--- src/design/jetp_pkg.sv ---
`default_nettype none

package jetp_pkg;

   localparam int FRAC_BITS   = 28;
   localparam int COORD_WIDTH = 32;
   localparam int INDEX_WIDTH = 8;
   localparam int ID_WIDTH    = 8;
   localparam int ITER_WIDTH  = 8;

   localparam int IDX_PROD_W = INDEX_WIDTH + 1 + COORD_WIDTH;
   localparam int PROD_W     = 2 * COORD_WIDTH;
   localparam int WIDE_W     = PROD_W + 2;

   localparam int CSR_INDEX_W = 3;

   localparam logic [CSR_INDEX_W-1:0] REG_C_RE     = 3'd0;
   localparam logic [CSR_INDEX_W-1:0] REG_C_IM     = 3'd1;
   localparam logic [CSR_INDEX_W-1:0] REG_STEP_RE  = 3'd2;
   localparam logic [CSR_INDEX_W-1:0] REG_STEP_IM  = 3'd3;
   localparam logic [CSR_INDEX_W-1:0] REG_MAX_ITER = 3'd4;
   localparam logic [CSR_INDEX_W-1:0] REG_HALTED   = 3'd5;

   // Escape bound 4.0 at twice the fraction bits of one coordinate.
   localparam logic [PROD_W:0] ESC_LIMIT =
      {{PROD_W{1'b0}}, 1'b1} << (2 * FRAC_BITS + 2);

   localparam logic signed [WIDE_W-1:0] COORD_MAX =
      {{(WIDE_W - COORD_WIDTH + 1){1'b0}}, {(COORD_WIDTH - 1){1'b1}}};
   localparam logic signed [WIDE_W-1:0] COORD_MIN =
      {{(WIDE_W - COORD_WIDTH + 1){1'b1}}, {(COORD_WIDTH - 1){1'b0}}};

   typedef struct packed {
      logic [ID_WIDTH-1:0]           chunk_id;
      logic signed [COORD_WIDTH-1:0] origin_re;
      logic signed [COORD_WIDTH-1:0] origin_im;
      logic [INDEX_WIDTH-1:0]        index_re;
      logic [INDEX_WIDTH-1:0]        index_im;
      logic                          last_pixel;
   } req_type;

   typedef struct packed {
      logic [ID_WIDTH-1:0]    out_chunk_id;
      logic [INDEX_WIDTH-1:0] out_index_re;
      logic [INDEX_WIDTH-1:0] out_index_im;
      logic [ITER_WIDTH-1:0]  iterations;
      logic                   aborted;
      logic                   chunk_done;
   } rsp_type;

   typedef struct packed {
      logic                   en;
      logic [CSR_INDEX_W-1:0] index;
      logic [COORD_WIDTH-1:0] data;
   } csr_write_type;

   typedef struct packed {
      logic                  load;
      logic                  origin;
      logic                  mul;
      logic                  step;
      logic                  emit;
      logic                  emit_abort;
      logic [ITER_WIDTH-1:0] iterations;
   } cmd_type;

   typedef struct packed {
      logic                  escaped;
      logic                  halted;
      logic [ITER_WIDTH-1:0] max_iter;
   } status_type;

   function automatic logic signed [COORD_WIDTH-1:0] sat_coord(
      input logic signed [WIDE_W-1:0] x
   );
      logic signed [COORD_WIDTH-1:0] r;
      if (x > COORD_MAX) begin
         r = COORD_MAX[COORD_WIDTH-1:0];
      end else if (x < COORD_MIN) begin
         r = COORD_MIN[COORD_WIDTH-1:0];
      end else begin
         r = x[COORD_WIDTH-1:0];
      end
      return r;
   endfunction

endpackage

`default_nettype wire

--- src/design/jetp_ctrl.sv ---
`default_nettype none

module jetp_ctrl (
   input  wire logic                 clock,
   input  wire logic                 reset,
   input  wire logic                 start,
   output logic                      busy,
   input  wire jetp_pkg::status_type status,
   output jetp_pkg::cmd_type         cmd
);

   localparam logic [1:0] ST_IDLE   = 2'd0;
   localparam logic [1:0] ST_ORIGIN = 2'd1;
   localparam logic [1:0] ST_MUL    = 2'd2;
   localparam logic [1:0] ST_ADD    = 2'd3;

   logic [1:0]                       state_ff, state_in;
   logic                             first_ff, first_in;
   logic [jetp_pkg::ITER_WIDTH-1:0]  count_ff, count_in;

   always_comb begin
      state_in       = state_ff;
      first_in       = first_ff;
      count_in       = count_ff;
      cmd            = '0;
      cmd.iterations = count_ff;
      case (state_ff)
         ST_IDLE: begin
            if (start) begin
               if (status.halted) begin
                  cmd.emit_abort = 1'b1;
               end else begin
                  cmd.load = 1'b1;
                  first_in = 1'b1;
                  state_in = ST_ORIGIN;
               end
            end
         end
         ST_ORIGIN: begin
            cmd.origin = 1'b1;
            state_in   = ST_MUL;
         end
         ST_MUL: begin
            cmd.mul  = 1'b1;
            state_in = ST_ADD;
         end
         ST_ADD: begin
            if (first_ff) begin
               // The first squaring is unconditional and sets the count to one.
               cmd.step = 1'b1;
               first_in = 1'b0;
               count_in = jetp_pkg::ITER_WIDTH'(1);
               state_in = ST_MUL;
            end else if (status.escaped || (count_ff > status.max_iter)) begin
               cmd.emit = 1'b1;
               state_in = ST_IDLE;
            end else begin
               cmd.step = 1'b1;
               if (count_ff == status.max_iter) begin
                  cmd.emit = 1'b1;
                  state_in = ST_IDLE;
               end else begin
                  count_in = count_ff + jetp_pkg::ITER_WIDTH'(1);
                  state_in = ST_MUL;
               end
            end
         end
         default: begin
            state_in = ST_IDLE;
         end
      endcase
   end

   always_ff @(posedge clock) begin
      if (reset) begin
         state_ff <= ST_IDLE;
         first_ff <= 1'b0;
         count_ff <= '0;
      end else begin
         state_ff <= state_in;
         first_ff <= first_in;
         count_ff <= count_in;
      end
   end

   assign busy = (state_ff != ST_IDLE);

endmodule

`default_nettype wire

--- config.mk ---
export PLATFORM = sky130hd
export DESIGN_NAME = jetp_ctrl
export DESIGN_NICKNAME = d
export VERILOG_FILES = /design/src/design/jetp_pkg.sv /design/src/design/jetp_ctrl.sv
export SDC_FILE = /design/constraint.sdc
export NUM_CORES = 1
export LEC_CHECK = 0
export ABC_CLOCK_PERIOD_IN_PS = 3200
export BUFFER_PORTS_ARGS = -buffer_cell sky130_fd_sc_hd__buf_2
export CORE_MARGIN = 8
export CORE_UTILIZATION = 45
export DETAILED_ROUTE_END_ITERATION = 12
export PLACE_DENSITY = 0.82
export SETUP_SLACK_MARGIN = 0.4
export SYNTH_ARGS = -nofsm -noshare
export SYNTH_HDL_FRONTEND = slang
export SYNTH_SLANG_ARGS = --single-unit
--- constraint.sdc ---
create_clock -name clock -period 3.2 [get_ports clock]
set_input_delay 0.32 -clock clock [delete_from_list [all_inputs] [get_ports clock]]
set_output_delay 0.32 -clock clock [all_outputs]
set_load 0.005 [all_outputs]
### Word-level counts from Yosys, hierarchy flattened

Cells that the tools add are included.

* bits of input ports: 13
* flip-flop bits (word level): 11
* logic and storage cells: 46

* equality and inequality tests: 8
* muxes and demuxes: 26
* order comparisons: 1
* reduce and logical (&&, ||, !) cells: 7
* $add $sub $neg: 1

Operator list (number)
* 8-bit 2-to-1 mux: 3
* 1-bit 2-to-1 mux: 15
* 2-bit 2-to-1 mux: 6
* 8-bit by 1-bit adder with 8-bit output (second input constant): 1
* 8-bit equality test: 1
* 8-bit > comparator: 1
* 2-bit != test (second input constant): 4
* 2-bit one-hot mux with 4 select lines: 1
* 3-bit AND reduction: 2
* 2-bit equality test (second input constant): 2
* 2-bit nonzero test: 2
* 2-bit by 1-bit equality test with 1-bit output (second input constant): 1
* 2-bit logical NOT: 1
* 1-bit one-hot mux with 2 select lines: 1
* 2-bit AND reduction: 1
* 1-bit logical OR: 1

### Longest topological paths before layout

Gate-level depths: netlist of run 1.

* word-level depth: 5
* depth in mapped cells: 8
* mapped depth without buffers: 8

### Worst setup path after synthesis of run 1

No wires, ideal clock.

* path type: flip-flop to flip-flop
* start point: register count_ff[0] in the netlist's numbering
* end point: register count_ff[2] in the netlist's numbering
* buffers on the path: 0
* setup time: 116 ps
* data arrival time: 1762 ps
* stages on the path, launching flop included: 9
* setup slack: 1322 ps
* path through: dfxtp_1 > inv_1 > ha_1 > nand4_1 > nor2_1 > or3_4 > o21ai_4 > a31oi_1 > a41o_1

* cells in the longest elaborated chain, start to end: 4

RTL lines
* start, declared: line jetp_ctrl.sv:19 `logic [jetp_pkg::ITER_WIDTH-1:0] count_ff, count_in;`
* start signal, assigned: line jetp_ctrl.sv:82 `count_ff <= count_in;`
* 8-bit by 1-bit adder with 8-bit output / 8-bit > comparator (equally long branches): line jetp_ctrl.sv:63, jetp_ctrl.sv:54
* 8-bit 2-to-1 mux / 1-bit logical OR (equally long branches): line jetp_ctrl.sv:59, jetp_ctrl.sv:54
* 8-bit 2-to-1 mux / 2-bit != test (equally long branches)
* 8-bit 2-to-1 mux / 3-bit AND reduction (equally long branches)

Several ways; a longest one is shown, not always the timed one. The select of a mux whose other input is x is not followed.
A chain may end at the register's enable or synchronous reset.

==> results.yml, run 1 <==
timing:
  finalSetupViolations: 0
  clock_skew_ns: 0.00179
  clock.fmax_mhz: 435
  layout_min_cycle_time_ns: 2.30
  relSlewSlack: 0.794
  post-route-period-util: 0.718
  tightest_slew_ns: 0.310
  rsz0062_at_grt: "false"
  tns_ns: 0
  maxSlewViolCount: 0
  hold_viol_final: 0
yosys:
  ys.flop_type: "dfxtp_1"
  synth.most_common_cell: "inv_1"
  synth.yosys.seq_area_share: 0.286
  synth_edf_count: 0
  synthArstFlopShare: 0
  ys_types: 29
  ys_ff_latch: 11
  synth_area_um2: 771
  yosysWarningCount: 0
  syn-instance-count: 93
  synth_area_leader_cell: "dfxtp_1"
  syn-num-nets: 115
  syn_area_per_cell_um2: 8.29
  netlist.area_leader.share: 0.286
  synthTopCellsByArea: "dfxtp_1, ha_1, a21oi_1"
  synth_common_cells: "inv_1, a21oi_1, dfxtp_1"
setup_path:
  critPathMaxFanout: 6
  ff2ff_setup_slack_ns: 1.18
  path_class: "reg2out"
  cp-end-kind: "output port"
  crit_arrival_ns: 1.98
  max_stage_delay_ns: 0.41
  cp-start-kind: "register"
  path_cells: "inv_1, ha_1, nand4_1, nor2_1, or3_4, nor2_4, nor3_1, buf_2"
  crit_path_top_delay_cell: "dfxtp_1"
  required_ns: 2.88
clocking:
  cts_setup_buffers: 0
  post_cts_resized: 0
  clockBufferDepth: 2
  ctsHtreeMaxLevel: 1
  cts_tree: "yes"
  cts_buffers: 3
  clkTransAtPathRegs_ns: 0.07
  root_buffer: "clkbuf_4"
  clkSinkCount: 11
  clk_latency_ns: 0.27
  holdBufCountCts: 0
final_layout:
  final_nets: 146
  diodes: 0
  drive_gt1_frac: 0.293
  final_area_um2: 946
  multiInputGateArea_um2: 494
  fillers: 159
  syn_to_final_growth_pct: 22.7
  ff_latch_area_um2: 220
power:
  p_leak_uw: 0.000509
  p_comb_frac: 0.166
  clockPowerShare: 0.329
  p_per_area_mw_per_mm2: 302
  netSwitchingPower_uw: 75.5
  p_int_uw: 210
  irDropWorstVdd_mv: 0.182
  p_sw_frac: 0.265
  seq_power_share: 0.506
die:
  start_util: 0.461
  die-area_mm2: 0.00329
  ios: 28
  core_mm2: 0.00167
  placementRows: 15
  die_h_um: 57.4
  die_w_um: 57.4
placement:
  post_dp_cell_area_um2: 920
  port_buffers: 27
  dp_hpwl_um: 1570
  gp_congestion: 0.734
global_route:
  overflow: 0
  grt_antenna_before_repair: 0
  grt_max_degree: 10
  track_usage: 0.119
  grt_pass1_wl_um: 3190
  grt_pass1_vias: 812
detailed_routing:
  vias_per_cell: 5.59
  wirelength_um: 1920
  drt-wirelength-per-cell_um: 13.7
  via_count: 782
  dr.pass1.iters: 4
  ant_nets: 0
  drt_iter0_markers: 10
  drt_drc_violations_left: 0
flow_run:
  drv_cap: 0
worst_hold_path:
  hp-class: "in2reg"
outcome:
  status: "completed"
-- logic make-up (layout without fill, tap and decap cells) --
| kind of cell | after synthesis | in the layout | share of synthesized area |
|---|---|---|---|
| adder cells (fa/ha/maj) | 9 | 9 | 0.146 |
| flip-flops | 11 | 11 | 0.286 |
| buffers and inverters | 14 | 44 | 0.0731 |
| multiplexers | 2 | 2 | 0.0260 |
| AO/OA/AOI/OAI | 26 | 26 | 0.240 |
| AND/OR/NAND/NOR | 31 | 31 | 0.229 |
-- path summary, 6_finish.rpt --
check	startpoint	end	cells after the start
min	reset	count_ff[1]$_SDFFE_PP0P_	2
max	count_ff[0]$_SDFFE_PP0P_	cmd[9]	8
max reg2reg	count_ff[0]$_SDFFE_PP0P_	count_ff[2]$_SDFFE_PP0P_	8
min reg2reg	count_ff[7]$_SDFFE_PP0P_	count_ff[7]$_SDFFE_PP0P_	2
-- power groups by stage --
stage,logic (uW),registers [uW],clock network [uW]
final,47.3,144,93.7
after global routing,53.8,144,109
after CTS,47.9,144,95.9
after detailed placement,47.5,147,0
after global placement,45.6,147,0
after floorplan,28.8,146,0
-- stage by stage --
stage	util	hold WS (ns)	std cells	worst slack (ns)	total power, uW
after global routing	0.566	0.303	140	0.737	307
after floorplan	-	0.389	93	1.32	175
final	0.566	0.298	140	0.903	285
after detailed placement	0.551	0.502	136	1.15	195
after CTS	0.566	0.300	140	0.890	288
after global placement	0.551	0.479	136	1.18	193
-- metal layers --
layer  GRT usage  routed length (um)
met1       0.118                 847
met2       0.214                 907
met3      0.0628                 164
met4      0.0214                   0
met5           0                   0
-- worst max-delay path, delay by kind of cell, from the launching register on --
kind                       cells  cell delay [ns]
buffers and inverters          2             0.21
and+or+nand+nor                5             0.81
DFF                            1             0.41
adders and majority gates      1             0.28
-- cells in the final DEF, fill, tap and decap left out --
cell,instances
a21oi_2,2
nand4_1,5
o21ai_4,1
inv_1,13
nor2_1,5
o21bai_1,1
a21oi_1,11
nor3_1,3
and2_1,1
a21bo_2,1
clkbuf_4,3
or3_4,1
buf_2,27
nand2_1,5
clkbuf_1,1
dfxtp_1,11
nand2b_1,1
and4_1,1
a311oi_1,3
o211ai_1,1
nor2_4,1
mux2i_1,2
o21ai_1,1
a21o_1,2
a31oi_1,1
nor2b_1,3
ha_1,9
a41o_1,1
and3_1,4
nand3_1,1
a221oi_1,1
-- layout make-up --
cell class | instances | share of cell area
Clock buffer | 4 | 0.0278
Inverter | 13 | 0.0516
Multi-Input combinational cell | 68 | 0.522
Sequential cell | 11 | 0.233
Tap cell | 17 | 0.0225
Timing Repair Buffer | 27 | 0.143
-- flip-flops by register name, indices dropped and copies added (netlist names) --
| signal | cells |
|---|---|
| first_ff | 1 |
| state_ff | 2 |
| count_ff | 8 |
Note: power is estimated with default switching activity, not from simulation.
==> inputs of run 2 (changes only) <==
--- a/config.mk
+++ b/config.mk
@@ -5,7 +5,7 @@
 export SDC_FILE = /design/constraint.sdc
 export NUM_CORES = 1
 export LEC_CHECK = 0
-export ABC_CLOCK_PERIOD_IN_PS = 3200
+export ABC_CLOCK_PERIOD_IN_PS = 2200
 export BUFFER_PORTS_ARGS = -buffer_cell sky130_fd_sc_hd__buf_2
 export CORE_MARGIN = 8
 export CORE_UTILIZATION = 45
==> constraint.sdc (replaced) <==
create_clock -name clock -period 2.2 [get_ports clock]
set_input_delay 0.22 -clock clock [delete_from_list [all_inputs] [get_ports clock]]
set_output_delay 0.22 -clock clock [all_outputs]
set_load 0.005 [all_outputs]
==> run 2 against run 1 <==
  * Hold slack got worse by 0.12 ns
  * Critical path type unchanged
  * Power increased by 49%
  * Global-route usage increased by 0.34 points
  * Critical endpoint is now cmd[10]
  * Clock skew increased by 0.0072 ns
  * Largest power group unchanged
==> results.yml, run 2 (synthesized netlist as in run 1, its figures left out) <==
outcome:
  status: "completed"
timing:
  tightest_slew_ns: 0.285
  clock_skew_ns: 0.00895
  rsz0062_at_grt: "true"
  post-route-period-util: 0.911
  clock.fmax_mhz: 499
  finalSetupViolations: 0
  tns_ns: 0
  layout_min_cycle_time_ns: 2.00
  holdWs_ns: 0.177
  maxSlewViolCount: 0
  setup_slack_ns: 0.197
  hold_viol_final: 0
  relSlewSlack: 0.810
detailed_routing:
  drt_iter0_markers: 10
  ant_nets: 0
  drt_drc_violations_left: 0
  via_count: 811
  vias_per_cell: 5.41
  drt-wirelength-per-cell_um: 13.8
  dr.pass1.iters: 4
  wirelength_um: 2070
power:
  p_per_area_mw_per_mm2: 359
  irDropWorstVdd_mv: 0.355
  p_leak_uw: 0.000572
final_layout:
  drive_gt1_frac: 0.526
  largest_reg_flops: 8
  fillers: 129
  utilization: 0.711
  top_register: "count_ff"
  final_nets: 156
  final_cell_mix: "buf_2, inv_1, a21oi_1, ha_4"
  syn_to_final_growth_pct: 54.1
  diodes: 0
  layout_commonest_cell: "buf_2"
  biggestRegsByFlops: "count_ff (8), state_ff (2), first_ff (1)"
die:
  ios: 28
  die-area_mm2: 0.00329
  die_w_um: 57.4
  placementRows: 15
  die_h_um: 57.4
  start_util: 0.461
  core_mm2: 0.00167
setup_path:
  max_stage_delay_ns: 0.35
  crit_cells: 8
  critPathMaxFanout: 3
  cp-start-kind: "register"
  crit_family: "compound AO/OA/AOI/OAI gates"
  reg2reg_depth: 8
  critical_path_buf_inv_count: 1
  rr_startpoint: "count_ff[6]$_SDFFE_PP0P_"
  path_cells: "ha_4, nor2b_1, o211ai_1, a21oi_2, nor2_1, o21bai_1, a21oi_1, buf_2"
  crit_path_top_delay_cell: "dfxtp_2"
  setup.worst_path.start: "count_ff[1]$_SDFFE_PP0P_"
  path_class: "reg2out"
  crit_arrival_ns: 1.78
  cp-end-kind: "output port"
  required_ns: 1.98
global_route:
  overflow: 0
  grt_antenna_before_repair: 0
  track_usage: 0.122
  grt_pass1_vias: 771
  grt_max_degree: 10
  grt_pass1_wl_um: 3200
worst_hold_path:
  hp-class: "in2reg"
  holdPathStages: 2
  hold_path_startpoint: "reset"
placement:
  port_buffers: 27
  gp_congestion: 0.724
  dp_hpwl_um: 1550
  pre_cts_ws_ns: 0.260
clocking:
  cts_buffers: 3
  cts_tree: "yes"
  clk_latency_ns: 0.27
  root_buffer: "clkbuf_4"
  clockBufferDepth: 2
  clkSinkCount: 11
  clkTransAtPathRegs_ns: 0.07
  ctsHtreeMaxLevel: 1
flow_run:
  drv_cap: 0
[run 2: report_power, final]
group	switching, uW	internal (uW)
logic	44.6	45.0
registers	5.60	195
clock network	68.8	67.4
[run 2: stage by stage]
step / cells / instance area [um2] / total power (uW)
final: 150 / 1190 / 426
after global routing: 150 / 1190 / 451
after CTS: 144 / 1120 / 428
after detailed placement: 136 / 1020 / 288
after global placement: 136 / 1020 / 286
after floorplan: 93 / 871 / 259
[run 2: final cells by class]
cell class,count,area [um2],area share
clock buffers,3,22.5,0.0190
clock inverters,1,5.00,0.00421
inverters,13,48.8,0.0411
multi-input cells,68,621,0.523
flip-flops and latches,11,248,0.209
well taps,17,21.3,0.0179
repair buffers,37,221,0.187
[run 2: path summary, 6_finish.rpt]
check | slack (ns) | end
hold / removal | 0.18 | count_ff[1]$_SDFFE_PP0P_
setup reg to reg | 0.25 | count_ff[2]$_SDFFE_PP0P_
setup / recovery | 0.20 | cmd[10]
hold reg to reg | 0.50 | count_ff[6]$_SDFFE_PP0P_
[run 2: timing repair]
item,CTS,global route
buffers inserted,4,6
resized for setup,9,7
pin swaps,9,12
hold buffers,0,0
setup endpoints to repair,10,10
[run 2: per-layer routing]
layer  vias up  global-route usage  share of wire
met4         0              0.0393         0.0092
met1       356               0.116           0.40
met2        32               0.225           0.52
li1        419                   -              -
met5         -                   0              0
met3         4              0.0561          0.074
==> inputs of run 3 (changes only) <==
==> constraint.sdc (replaced) <==
create_clock -name clock -period 2.2 [get_ports clock]
set_input_delay 0.22 -clock clock [delete_from_list [all_inputs] [get_ports clock]]
set_output_delay 0.22 -clock clock [all_outputs]
set_load 0.02 [all_outputs]
==> run 3 against run 2 <==
  * Hold slack improved by 0.0046 ns
  * Die area unchanged
  * Wire length increased by 36%
  * Core utilization increased by 7.4 points
  * Register-to-register slack got worse by 0.10 ns
  * First-iteration DRC count increased to 2.9 times the previous value
  * Worst setup slack got worse by 0.061 ns
  * Final cell count increased by 4.0%
  * Critical path depth unchanged
  * Combinational power increased by 28%
  * Highest routed layer unchanged
==> results.yml, run 3 (synthesized netlist as in run 1, its figures left out) <==
outcome:
  status: "completed"
timing:
  layout_min_cycle_time_ns: 2.06
  tns_ns: 0
  relSlewSlack: 0.745
  post-route-period-util: 0.938
  maxSlewViolCount: 0
  clock.fmax_mhz: 484
  hold_viol_final: 0
  clock_skew_ns: 0.0141
  rsz0062_at_grt: "true"
  tightest_slew_ns: 0.383
  finalSetupViolations: 0
  setup_slack_ns: 0.136
placement:
  gp_congestion: 0.783
  pre_cts_ws_ns: 0.218
  dp_hpwl_um: 1700
  port_buffers: 27
final_layout:
  fillers: 108
  largest_reg_flops: 8
  top_register: "count_ff"
  syn_to_final_growth_pct: 70.1
  drive_gt1_frac: 0.612
  layout_commonest_cell: "buf_2"
  ff_latch_area_um2: 250
  final_nets: 162
  biggestRegsByFlops: "count_ff (8), state_ff (2), first_ff (1)"
  diodes: 0
  multiInputGateArea_um2: 681
  final_cell_mix: "buf_2, inv_1, buf_4"
setup_path:
  cp-end-kind: "output port"
  ff2ff_setup_slack_ns: 0.15
  rr_startpoint: "count_ff[5]$_SDFFE_PP0P_"
  critPathMaxFanout: 3
  setup.worst_path.start: "count_ff[1]$_SDFFE_PP0P_"
  path_class: "reg2out"
  required_ns: 1.98
  crit_arrival_ns: 1.84
  worstReg2RegEnd: "count_ff[2]$_SDFFE_PP0P_"
  reg2reg_depth: 8
  cp-start-kind: "register"
clocking:
  ctsHtreeMaxLevel: 1
  clkTransAtPathRegs_ns: 0.09
  holdBufCountCts: 0
  cts_tree: "yes"
  clkSinkCount: 11
  clk_latency_ns: 0.28
  clockBufferDepth: 2
  root_buffer: "clkbuf_4"
  cts_buffers: 3
die:
  die_h_um: 57.4
  start_util: 0.461
  die_w_um: 57.4
  die-area_mm2: 0.00329
  ios: 28
  core_mm2: 0.00167
  placementRows: 15
detailed_routing:
  drt_drc_violations_left: 0
  met3_length_um: 169
  ant_nets: 0
  dr.pass1.iters: 4
  route.layer.met1.wl_um: 1090
  drt_iter0_markers: 29
  via_count: 918
  vias_per_cell: 5.88
  route.met2.wl_um: 1480
  dr.max_layer_used: "met4"
  wirelength_um: 2820
  drt-wirelength-per-cell_um: 18.1
global_route:
  grt_antenna_before_repair: 0
  track_usage: 0.165
  grt_max_degree: 10
  overflow: 0
  grt_pass1_vias: 922
  grt_pass1_wl_um: 4330
power:
  irDropWorstVdd_mv: 0.330
  p_per_area_mw_per_mm2: 351
  p_leak_uw: 0.000622
worst_hold_path:
  holdPathStages: 2
  hold_path_startpoint: "reset"
  hold_end: "count_ff[1]$_SDFFE_PP0P_"
  hp-class: "in2reg"
flow_run:
  drv_cap: 0
## run 3: cell count changes in the layout (fill, tap and decap cells not counted), moves of 2 or more
cell	change
a311oi_1	-2
buf_6	+3
a21oi_2	+3
a21oi_1	-4
a311oi_2	+2
buf_2	-2
buf_4	+5
## run 3: timing repair
item | in CTS | in global routing
gates resized for setup | 13 | 11
buffers inserted | 12 | 4
pin swaps | 19 | 14
setup endpoints to repair | 10 | 10
## run 3: worst max path at each step
| stage | end | cells past startpoint | slack (ns) |
|---|---|---|---|
| final | cmd[10] | 8 | 0.14 |
| after global routing | cmd[10] | 8 | 0.08 |
| after CTS | cmd[10] | 8 | 0.12 |
| after detailed placement | count_ff[6]$_SDFFE_PP0P_ | 9 | 0.22 |
| after global placement | count_ff[2]$_SDFFE_PP0P_ | 9 | 0.28 |
| after floorplan | count_ff[2]$_SDFFE_PP0P_ | 7 | 0.36 |
## run 3: layout make-up
| type | count | area share |
|---|---|---|
| clock inverter | 1 | 0.00382 |
| clock buffer | 3 | 0.0172 |
| inverter | 13 | 0.0372 |
| tap | 17 | 0.0162 |
| multi-input combinational | 68 | 0.519 |
| timing repair buffer | 43 | 0.216 |
| sequential | 11 | 0.191 |
## run 3: power breakdown
part	internal [uW]	switching (uW)	leakage [uW]
combinational	51.7	63.7	0.000509
clock	67.3	76.7	0.0000177
sequential	194	6.60	0.0000956
total	313	147	0.000622
## run 3: critical path: stages, from the launching register on
cell and delay (ns):
dfxtp_4 0.36, ha_4 0.26, nor2b_4 0.12, o211ai_1 0.11, a21oi_2 0.25, nor2_1 0.08
o21bai_1 0.16, a21oi_2 0.08, buf_6 0.13
## run 3: routing by layer
layer	global-route usage	vias to the layer above
met1	0.176	422
met3	0.0404	12
met4	0.0893	0
met2	0.291	53
li1	-	431
met5	0	-
## run 3: metrics by stage
step,cell area (um2),instances,util,hold WS [ns],total power (uW)
6_report,1310,156,0.785,0.182,460
3_3_place_gp,1060,136,0.634,0.472,291
2_1_floorplan,910,93,-,0.279,263
5_1_grt,1310,156,0.785,0.183,479
4_1_cts,1230,152,0.735,0.178,451
3_5_place_dp,1060,136,0.634,0.473,295
